[src/assert_macros.svh]
// assertion helpers for the slot scheduler
`ifndef ASSERT_MACROS_SVH
`define ASSERT_MACROS_SVH

`ifndef SYNTHESIS

`define ASSERT_PROP(name, clk, rst, prop, msg) \
   name: assert property (@(posedge clk) disable iff (rst) prop) else $error(msg);

`define ASSERT_NEVER(name, clk, rst, expr, msg) \
   name: assert property (@(posedge clk) disable iff (rst) !(expr)) else $error(msg);

`else

`define ASSERT_PROP(name, clk, rst, prop, msg)

`define ASSERT_NEVER(name, clk, rst, expr, msg)

`endif

`endif

[src/tss_pkg.sv]
package tss_pkg;

   localparam int DIV_WIDTH       = 64;
   localparam int DIV_COUNT_WIDTH = $clog2(DIV_WIDTH + 1);
   localparam int INTERVAL_WIDTH  = 42;

   localparam logic [9:0] US_PER_MS = 10'd1000;
   localparam logic [7:0] NO_PIN    = 8'hFF;

   localparam logic [2:0] CSR_FIRST_OWN_SLOT   = 3'd0;
   localparam logic [2:0] CSR_OWN_SLOT_COUNT   = 3'd1;
   localparam logic [2:0] CSR_FRAME_SLOT_COUNT = 3'd2;
   localparam logic [2:0] CSR_SLOT_LENGTH_MS   = 3'd3;
   localparam logic [2:0] CSR_ONE_FRAME_ONLY   = 3'd4;

   typedef enum logic [1:0] {
      REQ_START   = 2'd0,
      REQ_STOP    = 2'd1,
      REQ_PROCESS = 2'd2
   } req_code_type;

   typedef enum logic [2:0] {
      STAT_NONE       = 3'd0,
      STAT_SLOT       = 3'd1,
      STAT_FRAME_DONE = 3'd2,
      STAT_STARTED    = 3'd3,
      STAT_REFUSED    = 3'd4,
      STAT_STOPPED    = 3'd5,
      STAT_ALREADY    = 3'd6
   } status_type;

   typedef struct packed {
      logic [15:0] first_own_slot;
      logic [7:0]  own_slot_count;
      logic [15:0] frame_slot_count;
      logic [31:0] slot_length_ms;
      logic        one_frame_only;
      logic        valid;
   } cfg_type;

   typedef struct packed {
      logic busy;
      logic done;
   } div_stat_type;

   typedef struct packed {
      logic [15:0] slot;
      logic        active;
      logic [7:0]  pin;
   } slot_info_type;

   function automatic slot_info_type select_slot(input logic [15:0] slot,
                                                 input logic [15:0] first,
                                                 input logic [7:0]  count);
      slot_info_type info;
      logic [16:0]   limit;
      limit       = {1'b0, first} + {9'b0, count};
      info.slot   = slot;
      info.active = (slot >= first) && ({1'b0, slot} < limit);
      info.pin    = info.active ? 8'(slot - first) : NO_PIN;
      return info;
   endfunction

endpackage

[src/tss_cfg.sv]
module tss_cfg (
   input  logic                 clock,
   input  logic                 reset,
   input  logic                 csr_write_enable,
   input  logic [2:0]           csr_index,
   input  logic [31:0]          csr_write_data,
   input  logic                 running,
   output tss_pkg::cfg_type     cfg
);

   logic [15:0] first_ff, first_in;
   logic [7:0]  count_ff, count_in;
   logic [15:0] frame_ff, frame_in;
   logic [31:0] length_ff, length_in;
   logic        one_frame_ff, one_frame_in;
   logic [16:0] own_end;

   always_comb begin
      first_in     = first_ff;
      count_in     = count_ff;
      frame_in     = frame_ff;
      length_in    = length_ff;
      one_frame_in = one_frame_ff;
      // configuration is frozen for the length of a run
      if (csr_write_enable && !running) begin
         unique case (csr_index)
            tss_pkg::CSR_FIRST_OWN_SLOT:   first_in     = csr_write_data[15:0];
            tss_pkg::CSR_OWN_SLOT_COUNT:   count_in     = csr_write_data[7:0];
            tss_pkg::CSR_FRAME_SLOT_COUNT: frame_in     = csr_write_data[15:0];
            tss_pkg::CSR_SLOT_LENGTH_MS:   length_in    = csr_write_data;
            tss_pkg::CSR_ONE_FRAME_ONLY:   one_frame_in = csr_write_data[0];
            default: ;
         endcase
      end
   end

   always_ff @(posedge clock) begin
      if (reset) begin
         first_ff     <= '0;
         count_ff     <= '0;
         frame_ff     <= '0;
         length_ff    <= '0;
         one_frame_ff <= 1'b0;
      end else begin
         first_ff     <= first_in;
         count_ff     <= count_in;
         frame_ff     <= frame_in;
         length_ff    <= length_in;
         one_frame_ff <= one_frame_in;
      end
   end

   assign own_end = {1'b0, first_ff} + {9'b0, count_ff};

   assign cfg.first_own_slot   = first_ff;
   assign cfg.own_slot_count   = count_ff;
   assign cfg.frame_slot_count = frame_ff;
   assign cfg.slot_length_ms   = length_ff;
   assign cfg.one_frame_only   = one_frame_ff;
   assign cfg.valid = (count_ff != '0) && (frame_ff != '0) && (length_ff != '0) &&
                      (first_ff < frame_ff) && (own_end <= {1'b0, frame_ff});

endmodule

[src/tss_divider.sv]
module tss_divider (
   input  logic                                clock,
   input  logic                                reset,
   input  logic                                start,
   input  logic [tss_pkg::DIV_WIDTH-1:0]       dividend,
   input  logic [tss_pkg::DIV_WIDTH-1:0]       divisor,
   output tss_pkg::div_stat_type               stat,
   output logic [tss_pkg::DIV_WIDTH-1:0]       quotient,
   output logic [tss_pkg::DIV_WIDTH-1:0]       remainder
);

   localparam int W  = tss_pkg::DIV_WIDTH;
   localparam int CW = tss_pkg::DIV_COUNT_WIDTH;

   logic [W-1:0]  quo_ff, quo_in;
   logic [W-1:0]  rem_ff, rem_in;
   logic [W-1:0]  div_ff, div_in;
   logic [CW-1:0] cnt_ff, cnt_in;
   logic          done_ff, done_in;
   logic [W:0]    trial;
   logic [W:0]    diff;
   logic          fits;

   // restoring division, one quotient bit per cycle, msb first
   assign trial = {rem_ff, quo_ff[W-1]};
   assign diff  = trial - {1'b0, div_ff};
   assign fits  = trial >= {1'b0, div_ff};

   always_comb begin
      quo_in  = quo_ff;
      rem_in  = rem_ff;
      div_in  = div_ff;
      cnt_in  = cnt_ff;
      done_in = 1'b0;
      if (start) begin
         quo_in = dividend;
         rem_in = '0;
         div_in = divisor;
         cnt_in = CW'(W);
      end else if (cnt_ff != '0) begin
         rem_in  = fits ? diff[W-1:0] : trial[W-1:0];
         quo_in  = {quo_ff[W-2:0], fits};
         cnt_in  = cnt_ff - 1'b1;
         done_in = (cnt_ff == CW'(1));
      end
   end

   always_ff @(posedge clock) begin
      if (reset) begin
         cnt_ff  <= '0;
         done_ff <= 1'b0;
      end else begin
         cnt_ff  <= cnt_in;
         done_ff <= done_in;
      end
      quo_ff <= quo_in;
      rem_ff <= rem_in;
      div_ff <= div_in;
   end

   assign stat.busy = (cnt_ff != '0);
   assign stat.done = done_ff;
   assign quotient  = quo_ff;
   assign remainder = rem_ff;

endmodule

[src/tdma_slot_scheduler.sv]
// channel   direction  handshake              payload
// req       in         req_valid / req_ready  req_type, req_time_us
// rsp       out        rsp_valid / rsp_ready  rsp_status, rsp_slot_number, rsp_slot_active,
//                                             rsp_active_pin, rsp_running
// csr       in         csr_write_enable       csr_index, csr_write_data
//
// start, stop and the first tick after a start go from accept straight to S_RESP, with no divide
// a slot tick makes two 64-step passes of the shared divider
// (elapsed / interval, then quotient mod frame size) plus multiply and update
// reset is synchronous; the scheduler comes up stopped with slot 0 selected
// req_ready is low while a request is in work; a response waiting on rsp_ready
// holds back the next response only, not the next accept
`include "assert_macros.svh"

module tdma_slot_scheduler (
   input  logic        clock,
   input  logic        reset,
   input  logic        req_valid,
   output logic        req_ready,
   input  logic [1:0]  req_type,
   input  logic [63:0] req_time_us,
   output logic        rsp_valid,
   input  logic        rsp_ready,
   output logic [2:0]  rsp_status,
   output logic [15:0] rsp_slot_number,
   output logic        rsp_slot_active,
   output logic [7:0]  rsp_active_pin,
   output logic        rsp_running,
   input  logic        csr_write_enable,
   input  logic [2:0]  csr_index,
   input  logic [31:0] csr_write_data
);

   localparam int W  = tss_pkg::DIV_WIDTH;
   localparam int IW = tss_pkg::INTERVAL_WIDTH;

   typedef enum logic [7:0] {
      S_IDLE   = 8'b0000_0001,
      S_MUL    = 8'b0000_0010,
      S_QSTART = 8'b0000_0100,
      S_QWAIT  = 8'b0000_1000,
      S_SSTART = 8'b0001_0000,
      S_SWAIT  = 8'b0010_0000,
      S_EVAL   = 8'b0100_0000,
      S_RESP   = 8'b1000_0000
   } state_type;

   state_type               state_ff, state_in;
   logic                    is_running_ff, is_running_in;
   logic                    first_pending_ff, first_pending_in;
   logic                    frame_done_ff, frame_done_in;
   logic [63:0]             origin_ff, origin_in;
   logic [63:0]             elapsed_ff, elapsed_in;
   logic [IW-1:0]           interval_ff, interval_in;
   logic [W-1:0]            quot_ff, quot_in;
   logic [15:0]             slot_calc_ff, slot_calc_in;
   tss_pkg::slot_info_type  slot_info_ff, slot_info_in;
   tss_pkg::status_type     status_ff, status_in;

   logic                    rsp_valid_ff, rsp_valid_in;
   tss_pkg::status_type     rsp_status_ff, rsp_status_in;
   tss_pkg::slot_info_type  rsp_info_ff, rsp_info_in;
   logic                    rsp_running_ff, rsp_running_in;

   tss_pkg::cfg_type        cfg;
   tss_pkg::div_stat_type   div_stat;
   logic                    div_start;
   logic [W-1:0]            div_dividend;
   logic [W-1:0]            div_divisor;
   logic [W-1:0]            div_quotient;
   logic [W-1:0]            div_remainder;

   tss_cfg u_cfg (
      .clock            (clock),
      .reset            (reset),
      .csr_write_enable (csr_write_enable),
      .csr_index        (csr_index),
      .csr_write_data   (csr_write_data),
      .running          (is_running_ff),
      .cfg              (cfg)
   );

   tss_divider u_divider (
      .clock     (clock),
      .reset     (reset),
      .start     (div_start),
      .dividend  (div_dividend),
      .divisor   (div_divisor),
      .stat      (div_stat),
      .quotient  (div_quotient),
      .remainder (div_remainder)
   );

   assign req_ready = (state_ff == S_IDLE);

   always_comb begin
      state_in         = state_ff;
      is_running_in    = is_running_ff;
      first_pending_in = first_pending_ff;
      frame_done_in    = frame_done_ff;
      origin_in        = origin_ff;
      elapsed_in       = elapsed_ff;
      interval_in      = interval_ff;
      quot_in          = quot_ff;
      slot_calc_in     = slot_calc_ff;
      slot_info_in     = slot_info_ff;
      status_in        = status_ff;
      rsp_valid_in     = rsp_valid_ff;
      rsp_status_in    = rsp_status_ff;
      rsp_info_in      = rsp_info_ff;
      rsp_running_in   = rsp_running_ff;
      div_start        = 1'b0;
      div_dividend     = elapsed_ff;
      div_divisor      = W'(interval_ff);

      if (rsp_valid_ff && rsp_ready) begin
         rsp_valid_in = 1'b0;
      end

      unique case (state_ff)
         S_IDLE: begin
            if (req_valid) begin
               status_in = tss_pkg::STAT_NONE;
               state_in  = S_RESP;
               case (req_type)
                  tss_pkg::REQ_START: begin
                     if (!cfg.valid) begin
                        status_in = tss_pkg::STAT_REFUSED;
                     end else if (is_running_ff) begin
                        status_in = tss_pkg::STAT_ALREADY;
                     end else begin
                        is_running_in    = 1'b1;
                        first_pending_in = 1'b1;
                        frame_done_in    = 1'b0;
                        origin_in        = req_time_us;
                        slot_info_in     = tss_pkg::select_slot(16'd0, cfg.first_own_slot,
                                                                cfg.own_slot_count);
                        status_in        = tss_pkg::STAT_STARTED;
                     end
                  end
                  tss_pkg::REQ_STOP: begin
                     if (is_running_ff) begin
                        is_running_in = 1'b0;
                        status_in     = tss_pkg::STAT_STOPPED;
                     end
                  end
                  tss_pkg::REQ_PROCESS: begin
                     if (is_running_ff) begin
                        if (first_pending_ff) begin
                           first_pending_in = 1'b0;
                           status_in        = tss_pkg::STAT_SLOT;
                        end else begin
                           // wraps when the time is before the origin
                           elapsed_in = req_time_us - origin_ff;
                           state_in   = S_MUL;
                        end
                     end
                  end
                  default: ;
               endcase
            end
         end
         S_MUL: begin
            interval_in = IW'(cfg.slot_length_ms) * tss_pkg::US_PER_MS;
            state_in    = S_QSTART;
         end
         S_QSTART: begin
            div_start = 1'b1;
            state_in  = S_QWAIT;
         end
         S_QWAIT: begin
            if (div_stat.done) begin
               quot_in  = (interval_ff == '0) ? '0 : div_quotient;
               state_in = S_SSTART;
            end
         end
         S_SSTART: begin
            div_start    = 1'b1;
            div_dividend = quot_ff;
            div_divisor  = W'(cfg.frame_slot_count);
            state_in     = S_SWAIT;
         end
         S_SWAIT: begin
            if (div_stat.done) begin
               slot_calc_in = (cfg.frame_slot_count == '0) ? 16'd0 : div_remainder[15:0];
               state_in     = S_EVAL;
            end
         end
         S_EVAL: begin
            state_in  = S_RESP;
            status_in = tss_pkg::STAT_NONE;
            if (cfg.one_frame_only && !frame_done_ff &&
                (quot_ff >= W'(cfg.frame_slot_count))) begin
               frame_done_in = 1'b1;
               is_running_in = 1'b0;
               status_in     = tss_pkg::STAT_FRAME_DONE;
            end else if (slot_calc_ff != slot_info_ff.slot) begin
               slot_info_in = tss_pkg::select_slot(slot_calc_ff, cfg.first_own_slot,
                                                   cfg.own_slot_count);
               status_in    = tss_pkg::STAT_SLOT;
            end
         end
         S_RESP: begin
            // wait here only while the previous response is still unclaimed
            if (!rsp_valid_ff || rsp_ready) begin
               rsp_valid_in   = 1'b1;
               rsp_status_in  = status_ff;
               rsp_info_in    = slot_info_ff;
               rsp_running_in = is_running_ff;
               state_in       = S_IDLE;
            end
         end
         default: state_in = S_IDLE;
      endcase
   end

   always_ff @(posedge clock) begin
      if (reset) begin
         state_ff         <= S_IDLE;
         is_running_ff    <= 1'b0;
         first_pending_ff <= 1'b1;
         frame_done_ff    <= 1'b0;
         slot_info_ff     <= '0;
         rsp_valid_ff     <= 1'b0;
      end else begin
         state_ff         <= state_in;
         is_running_ff    <= is_running_in;
         first_pending_ff <= first_pending_in;
         frame_done_ff    <= frame_done_in;
         slot_info_ff     <= slot_info_in;
         rsp_valid_ff     <= rsp_valid_in;
      end
      origin_ff      <= origin_in;
      elapsed_ff     <= elapsed_in;
      interval_ff    <= interval_in;
      quot_ff        <= quot_in;
      slot_calc_ff   <= slot_calc_in;
      status_ff      <= status_in;
      rsp_status_ff  <= rsp_status_in;
      rsp_info_ff    <= rsp_info_in;
      rsp_running_ff <= rsp_running_in;
   end

   assign rsp_valid       = rsp_valid_ff;
   assign rsp_status      = rsp_status_ff;
   assign rsp_slot_number = rsp_info_ff.slot;
   assign rsp_slot_active = rsp_info_ff.active;
   assign rsp_active_pin  = rsp_info_ff.pin;
   assign rsp_running     = rsp_running_ff;

   `ASSERT_PROP(a_div_quiet_in_idle, clock, reset, (state_ff == S_IDLE) |-> !div_stat.busy, "divider busy while idle")
   `ASSERT_PROP(a_div_only_running, clock, reset, (state_ff == S_QWAIT || state_ff == S_SWAIT) |-> is_running_ff, "slot divide while stopped")
   `ASSERT_PROP(a_frame_done_stops, clock, reset, $rose(frame_done_ff) |-> !is_running_ff, "frame done left scheduler running")
   `ASSERT_PROP(a_slot_in_frame, clock, reset, is_running_ff |-> (slot_info_ff.slot < cfg.frame_slot_count), "current slot outside frame")

endmodule

[config.mk]
export PLATFORM = sky130hd
export DESIGN_NAME = tdma_slot_scheduler
export DESIGN_NICKNAME = d
export VERILOG_FILES = /design/src/tss_pkg.sv /design/src/tss_cfg.sv /design/src/tss_divider.sv /design/src/tdma_slot_scheduler.sv
export VERILOG_INCLUDE_DIRS = /design/src /design/src/src
export SDC_FILE = /design/constraint.sdc
export NUM_CORES = 2
export LEC_CHECK = 0
export ABC_AREA = 1
export BUFFER_PORTS_ARGS = -buffer_cell sky130_fd_sc_hd__buf_2
export CELL_PAD_IN_SITES_DETAIL_PLACEMENT = 0
export CELL_PAD_IN_SITES_GLOBAL_PLACEMENT = 2
export CORE_MARGIN = 10
export CORE_UTILIZATION = 42
export CTS_BUF_LIST = sky130_fd_sc_hd__clkbuf_8
export DETAILED_ROUTE_END_ITERATION = 6
export HOLD_SLACK_MARGIN = 0.15
export PLACE_DENSITY = 0.91
export RECOVER_POWER = 50
export SLEW_MARGIN = 20
export SYNTH_ARGS = -nofsm -noshare
export SYNTH_HDL_FRONTEND = slang
export SYNTH_SLANG_ARGS = --single-unit
[constraint.sdc]
create_clock -name clock -period 15.1 [get_ports clock]
set_input_delay 0.755 -clock clock [delete_from_list [all_inputs] [get_ports clock]]
set_output_delay 0.755 -clock clock [all_outputs]
set_load 0.005 [all_outputs]
# [Word-level counts from Yosys, hierarchy flattened]
# Cells that the tools add are included.
[word_totals] wordCells=178 out_inout_bits=31 reg_bits=589 input_bits=106
[op_classes] order_cmp=8 n_mul=1 n_reduce_logical=44 muxes=53 bitwise=3 addsub=6 eq_ne=31
[op_table] op="two-way mux 64 bit" count=4
[op_table] op="two-way mux 25 bit" count=6
[op_table] op="subtractor 64 bit" count=2
[op_table] op="two-way mux 8 bit" count=9
[op_table] op=">= comparator 65 x 64 -> 1 bit" count=1
[op_table] op=">= comparator 64 x 16 -> 1 bit" count=1
[op_table] op="case mux 8 bit (8 select lines)" count=1
[op_table] op="case mux 25 bit (2 select lines)" count=1
[op_table] op="zero test 42 bit" count=1
[op_table] op="multiplier 32 x 7 -> 39 bit (second input constant)" count=1
[op_table] op="nonzero test 32 bit" count=1
[op_table] op="two-way mux 1 bit" count=18
[op_table] op="!= test 2 bit (second input constant)" count=9
[op_table] op="AND reduction 2 bit" count=9
[op_table] op="adder 16 x 8 -> 17 bit" count=1
[op_table] op="less-or-equal comparator 17 x 16 -> 1 bit" count=1
[op_table] op="less-than comparator 1 x 17 -> 1 bit (first input constant)" count=1
[op_table] op="less-than comparator 16 x 17 -> 1 bit" count=1
[op_table] op=">= comparator 1 x 16 -> 1 bit (first input constant)" count=1
[op_table] op=">= comparator 16 bit" count=1
[op_table] op="zero test 16 bit" count=1
[op_table] op="less-than comparator 16 bit" count=1
[op_table] op="two-way mux 16 bit" count=1
[op_table] op="!= test 16 bit" count=1
[op_table] op="other kinds (42)" count=72

# [Logic depth before layout (Yosys ltp)]
[logic_depth] word_depth=9 depth_mapped=26 depth_no_buf=25

# [Modules after synthesis]
# A second synthesis with hierarchy kept.
[unflattened] hier_cells=5594 area_unflattened_um2=42712.2
[modules_own_cells] module="tdma_slot_scheduler" cells_per_inst=2862 instances=1 area_per_inst_um2=24294.6 seq_area_each_um2=9118.7
[modules_own_cells] module="tss_divider" cells_per_inst=2197 instances=1 area_per_inst_um2=14313.7 seq_area_each_um2=5285.1
[modules_own_cells] module="tss_cfg" cells_per_inst=535 instances=1 area_per_inst_um2=4103.9 seq_area_each_um2=1461.4

# [Least setup slack after synthesis]
# No wires, ideal clock.
[synth_timing] path_type="register to register" from="register u_cfg.first_ff[0]" to="register origin_ff[0], enable pin" setup_time_ns=0.565 required_time_ns=14.535 n_path_buf=0 slack_ns=7.560 period_less_slack_ns=7.540 stages_incl_launch_ff=20 arrival_time_ns=6.974 path_cell_list="dfxtp_1 ha_1 fa_1 nand3_1 nand3_2 nand2_1 nand2_2 nand2_1 xor2_2 inv_1 ha_1 a21oi_1 nor2_1 a211oi_1 nor2_1 nor2_1 nand3_1 nand2_2 nand3_4 nor3_1"
[synth_via] elab_chain_len=4 word_cells_on_any_way=6 cone_classes="add/sub: 1; order compare: 2; reduce/logical: 3"
[synth_lines] element="from (decl)" line="tss_cfg.sv:11" rtl="logic [15:0] first_ff, first_in;"
[synth_lines] element="from (signal assigned)" line="tss_cfg.sv:45" rtl="first_ff <= first_in;"
[synth_lines] element="adder 16 x 8 -> 17 bit or less-than comparator 16 bit (tied branches)" line="tss_cfg.sv:53, tss_cfg.sv:61"
[synth_lines] element="less-or-equal comparator 17 x 16 -> 1 bit or logical AND 1 bit (tied branches)" line="tss_cfg.sv:61, tss_cfg.sv:60"
[synth_lines] element="logical AND 1 bit (*)" line="tss_cfg.sv:61" rtl="(first_ff < frame_ff) && (own_end <= {1'b0, frame_ff});"
[synth_lines] element="AND reduction 5 bit (no source line) (*)"
[synth_lines] element="to (signal assigned)" line="tdma_slot_scheduler.sv:233" rtl="origin_ff <= origin_in;"
[synth_lines] element="to (decl)" line="tdma_slot_scheduler.sv:52" rtl="logic [63:0] origin_ff, origin_in;"
# Mark *: on every way between the ends. The rest lies on a longest branch, timed or not.
# A chain may end at the register's enable or synchronous reset.

# [Worst setup path after layout]
[layout_timing] from="register state_ff[7]" to="register u_divider.quo_ff[51] (netlist: u_divider.quotient[51]), data pin"
[layout_via] elab_chain_len=4 word_cells_on_any_way=6 cone_classes="eq/ne: 2; mux: 3; reduce/logical: 1"
[layout_lines] element="from (decl)" line="tdma_slot_scheduler.sv:48" rtl="state_type state_ff, state_in;"
[layout_lines] element="from (signal assigned)" line="tdma_slot_scheduler.sv:226" rtl="state_ff <= state_in;"
[layout_lines] element="equality test 8 x 5 -> 1 bit or equality test 8 x 3 -> 1 bit (tied branches)" line="tdma_slot_scheduler.sv:120" rtl="unique case (state_ff)"
[layout_lines] element="OR reduction 2 bit (no source line)"
[layout_lines] element="two-way mux 1 bit" line="tdma_slot_scheduler.sv:120"
[layout_lines] element="two-way mux 64 bit (*)" line="tss_divider.sv:35" rtl="if (start) begin"
[layout_lines] element="net u_divider.quo_in[51]" line="tss_divider.sv:15" rtl="logic [W-1:0] quo_ff, quo_in;"
[layout_lines] element="to (signal assigned)" line="tss_divider.sv:56" rtl="quo_ff <= quo_in;"
[layout_lines] element="to (decl)" line="tss_divider.sv:15"
# The timed path passes the listed nets; every way through them passes the cells marked *.

==> implementation parameters <==
Parameter                              Value

Global routing
  Wire length of the first global-routing pass    between 150,000 and 200,000 µm
  Congestion Overflow GR    0
  Vias in the first global route    30,900
  Global-route usage over all layers    0.211
  Largest net degree at the start of global routing    79
  Number of antenna violations at the first check in global routing    2

Placement
  Dpl cells    between 5,000 and 6,000
  Worst Setup Slack post-DPL    ~10 ns
  Placement Cell Area    about 0.04 mm²
  IO Port Bufs    roughly 140
  GP Congestion    ~0.91
  Half-perimeter wire length after placement    approximately 85,000 µm

Setup path
  Worst Path Required    15.60 ns
  Type of the setup path with the least slack    flip-flop to flip-flop
  Delay-heaviest family, CP    buffers and inverters
  Library cell appearing most often on the critical path    sky130_fd_sc_hd__nand2_1
  WP data arrival    6.52 ns
  Biggest cell delay along the critical path    1.79 ns
  Critical-path top delay cell    sky130_fd_sc_hd__clkbuf_1
  Cells along the critical path    nor2_1 > nand2_1 > nor4_1 > inv_1 > clkbuf_1 > nand2_1 > inv_2 > buf_4 > a22oi_1
  Count of buffer and inverter cells on the critical path    4
  Largest driver fanout on the critical path    50
  CP startpoint kind    flip-flop
  Crit path capture type    flip-flop

Synth
  Top cell type by total area after synthesis    sky130_fd_sc_hd__edfxtp_1
  Most used flip-flop cell after synthesis    sky130_fd_sc_hd__edfxtp_1
  Post-synth ARST share    0
  Xor and xnor area share after synthesis    0.0382
  Synth Area in Compound Gates    0.125
  Synth warn    0
  Flip-flop and latch count after synthesis    567
  Gate count after technology mapping    4,618
  Synthesized net count    5,141
  Arithmetic-cell share of the synthesized area counting full adders, half adders and majority gates    0.160
  Commonest cells in the netlist    sky130_fd_sc_hd__inv_1 (789), sky130_fd_sc_hd__nand2_1 (751), sky130_fd_sc_hd__nor2_1 (532)
  Leading cell types by total area after synthesis    sky130_fd_sc_hd__edfxtp_1 (30%), sky130_fd_sc_hd__ha_1 (9.6%), sky130_fd_sc_hd__dfxtp_1 (9.5%), sky130_fd_sc_hd__inv_1 (7.7%), sky130_fd_sc_hd__nand2_1 (7.4%)
  Sequential cell area fraction in the yosys report    0.397
  Post-synthesis mux area share    0
  Distinct cell type count after synthesis    60
  Simple-gate share of the synthesized area    0.189
  Leading cell type by number of instances after synthesis    sky130_fd_sc_hd__inv_1
  Count of flip-flops with a built-in enable after synthesis    385
  Fraction of post-synthesis cell area in the top cell type by area    0.302
  Post-Synthesis Mean Instance Area    8.29 µm²
  Post-Syn Area    0.0383 mm²
  Combinational family with the most area after synthesis    simple AND/OR/NAND/NOR gates

Layout
  Layout overhead on the synthesized area    12.1%
  Final cell area excluding filler cells    0.0429 mm²
  Fraction of layout cells with a size suffix above 1    0.0516
  Filler cells    9,071
  Number of cells in the finished layout apart from fillers    6,103
  Number of nets in the final layout    5,364

STA
  Max frequency    166 MHz
  Total negative slack for setup checks    0 ns
  Transition time at the pin with the least slew margin    approximately 4.2 ns
  Share of the clock period used by the worst path after layout    0.399
  Worst-case setup margin in the final layout    ~9.1 ns
  Number of failing setup endpoints in the final timing report    0
  Unrepaired setup endpoints after global routing    false
  Final Skew    between 0.04 and 0.05 ns
  Final number of hold-violating endpoints    0
  Max-Slew Margin vs Limit    -1.78
  Pins over their slew limit    ~460
  Post-route minimum period    6.02 ns

Die
  Core area    0.0903 mm²
  Total Die Area    0.104 mm²
  Starting density of the core    0.424
  Number of core rows    110
  Die Ht    322 µm
  Die Wd    322 µm
  Top-Level Pins    between 100 and 150

Detailed routing
  Detailed Routing Iterations Pass 1    5
  Met2 wire length    50,100 µm
  Final routed wire length divided by cell count    18.1 µm
  Amount of wire on met3 after detailed routing    between 5000 and 6000 µm
  Routed vias    around 31,000
  Iteration-0 DRC Markers    roughly 2,100
  Highest layer used for signal routing    met4
  DRC    0
  Detailed Route WL    111,000 µm
  Routed metal-1 wirelength    52,300 µm
  DRT antenna net count    0
  Post-DR vias/cell    around 5

Power and ir drop
  Worst VDD drop    0.000118 V
  Total power of the final layout    about 5600 µW
  Power density over cell area    131 mW/mm²
  Internal    3510 µW
  Proportion of total power due to net switching    0.377
  Switching component of the power    about 2100 µW
  Clock Power Share    0.286
  Gate power share    0.342
  Leakage power summed over all cells    0.0185 µW
  Flop pwr share    0.372

Run status
  Status    finished with violations
  Violated checks    capacitance limit, slew limit

Clock network
  Later-pin clock latency in the skew report    about 0.8 ns
  Number of setup buffers added after CTS    0
  Deepest level of the CTS H-tree    3
  Sinks on the clock net    567
  Number of buffers between clock root and the deepest sink    3
  Root buffer selected by CTS    sky130_fd_sc_hd__clkbuf_8
  TritonCTS clock tree    built
  Clock transition at the registers of the reported paths    0.06 ns
  Clock buffer count from CTS    102

Run
  # Max-Cap Violations    8

Min path
  Path type of the worst min-delay path    input port to flip-flop
==> path summary, 6_finish.rpt <==
check / startpoint / endpoint / slack, ns / cells past startpoint
worst min register to register: slot_info_ff[1] / rsp_active_pin[1] / 0.43 / 0
worst max-delay path: state_ff[7] / u_divider.quotient[51] / 9.08 / 9
worst max register to register: state_ff[7] / u_divider.quotient[51] / 9.08 / 9
worst min-delay path: csr_write_data[25] / u_cfg.length_ff[25] / 0.23 / 3
==> registers in the layout (all words and copies together) (netlist names), 8 cells and up <==
name and count:
elapsed_ff 64, interval_ff 39, origin_ff 64, quot_ff 64, rsp_active_pin 8, rsp_slot_number 16, slot_calc_ff 16, slot_info_ff 25
state_ff 8, u_cfg.count_ff 8, u_cfg.first_ff 16, u_cfg.frame_ff 16, u_cfg.length_ff 32, u_divider.div_ff 42, u_divider.quotient 64, u_divider.remainder 64
==> final cells by class <==
cell class / instances / area, µm² / area share
multi-input combinational: 3152 / 19700 / 0.458
timing repair buffer: 220 / 1330 / 0.0309
clock inverter: 77 / 749 / 0.0175
clock buffer: 109 / 1500 / 0.0350
tap: 1176 / 1470 / 0.0343
antenna: 4 / 10.0 / 0.000233
inverter: 798 / 3000 / 0.0699
sequential: 567 / 15200 / 0.354
==> kinds of logic (layout without fill, tap and decap cells) <==
| kind of cell | Yosys count | after routing |
|---|---|---|
| AOI/OAI and AO/OA | 871 | 871 |
| adders and majority gates | 417 | 417 |
| xor gates and xnor gates | 166 | 166 |
| buffers and inverters | 899 | 1204 |
| and+or+nand+nor | 1698 | 1698 |
| DFF | 567 | 567 |
| other | 0 | 4 |
==> power groups by stage <==
stage / registers, µW / logic (µW) / clock network [µW]
2_1_floorplan: 2080 / 1410 / 0
3_3_place_gp: 2120 / 1900 / 0
3_5_place_dp: 2120 / 1910 / 0
4_1_cts: 2090 / 1940 / 1660
5_1_grt: 2120 / 2180 / 1720
6_report: 2090 / 1930 / 1610
==> what timing repair did <==
item | 4_1_cts | 5_1_grt
gates resized for setup | 0 | 0
hold endpoints to repair | 64 | 0
hold buffers | 64 | 0
setup endpoints to repair | 0 | 0
==> cell usage in the layout, fill, tap and decap left out, types with 80 or more instances in the layout <==
cell type                  synthesis  layout
sky130_fd_sc_hd__ha_1            295     295
sky130_fd_sc_hd__o21ai_0         335     335
sky130_fd_sc_hd__nand2_1         751     751
sky130_fd_sc_hd__xnor2_1          85      85
sky130_fd_sc_hd__dfxtp_1         182     182
sky130_fd_sc_hd__clkbuf_1         80      99
sky130_fd_sc_hd__xor2_1           80      80
sky130_fd_sc_hd__fa_1            122     122
sky130_fd_sc_hd__clkbuf_8          0     109
sky130_fd_sc_hd__edfxtp_1        385     385
sky130_fd_sc_hd__nand3_1         186     186
sky130_fd_sc_hd__nor2_1          532     529
sky130_fd_sc_hd__inv_1           789     807
sky130_fd_sc_hd__a21oi_1         342     342
==> worst register-to-register path, cell delays in order (launching register included) <==
cell,delay (ns)
sky130_fd_sc_hd__dfxtp_1,0.40
sky130_fd_sc_hd__nor2_1,0.08
sky130_fd_sc_hd__nand2_1,0.12
sky130_fd_sc_hd__nor4_1,0.06
sky130_fd_sc_hd__inv_1,0.05
sky130_fd_sc_hd__clkbuf_1,1.79
sky130_fd_sc_hd__nand2_1,1.55
sky130_fd_sc_hd__inv_2,0.82
sky130_fd_sc_hd__buf_4,0.61
sky130_fd_sc_hd__a22oi_1,0.27
==> metrics by stage <==
stage | hold slack [ns] | utilization
finish | 0.233 | 0.475
global route | 0.205 | 0.475
CTS | 0.153 | 0.477
detailed placement | 0.415 | 0.445
global placement | 0.411 | 0.445
floorplan | 0.400 | -
==> per-layer routing <==
| metal | vias up | track usage |
|---|---|---|
| li1 | 15800 | - |
| met1 | 14500 | 0.293 |
| met2 | 663 | 0.337 |
| met3 | 156 | 0.0332 |
| met4 | 0 | 0.0590 |
| met5 | - | 0 |
Power figures use the tool's default switching activity.
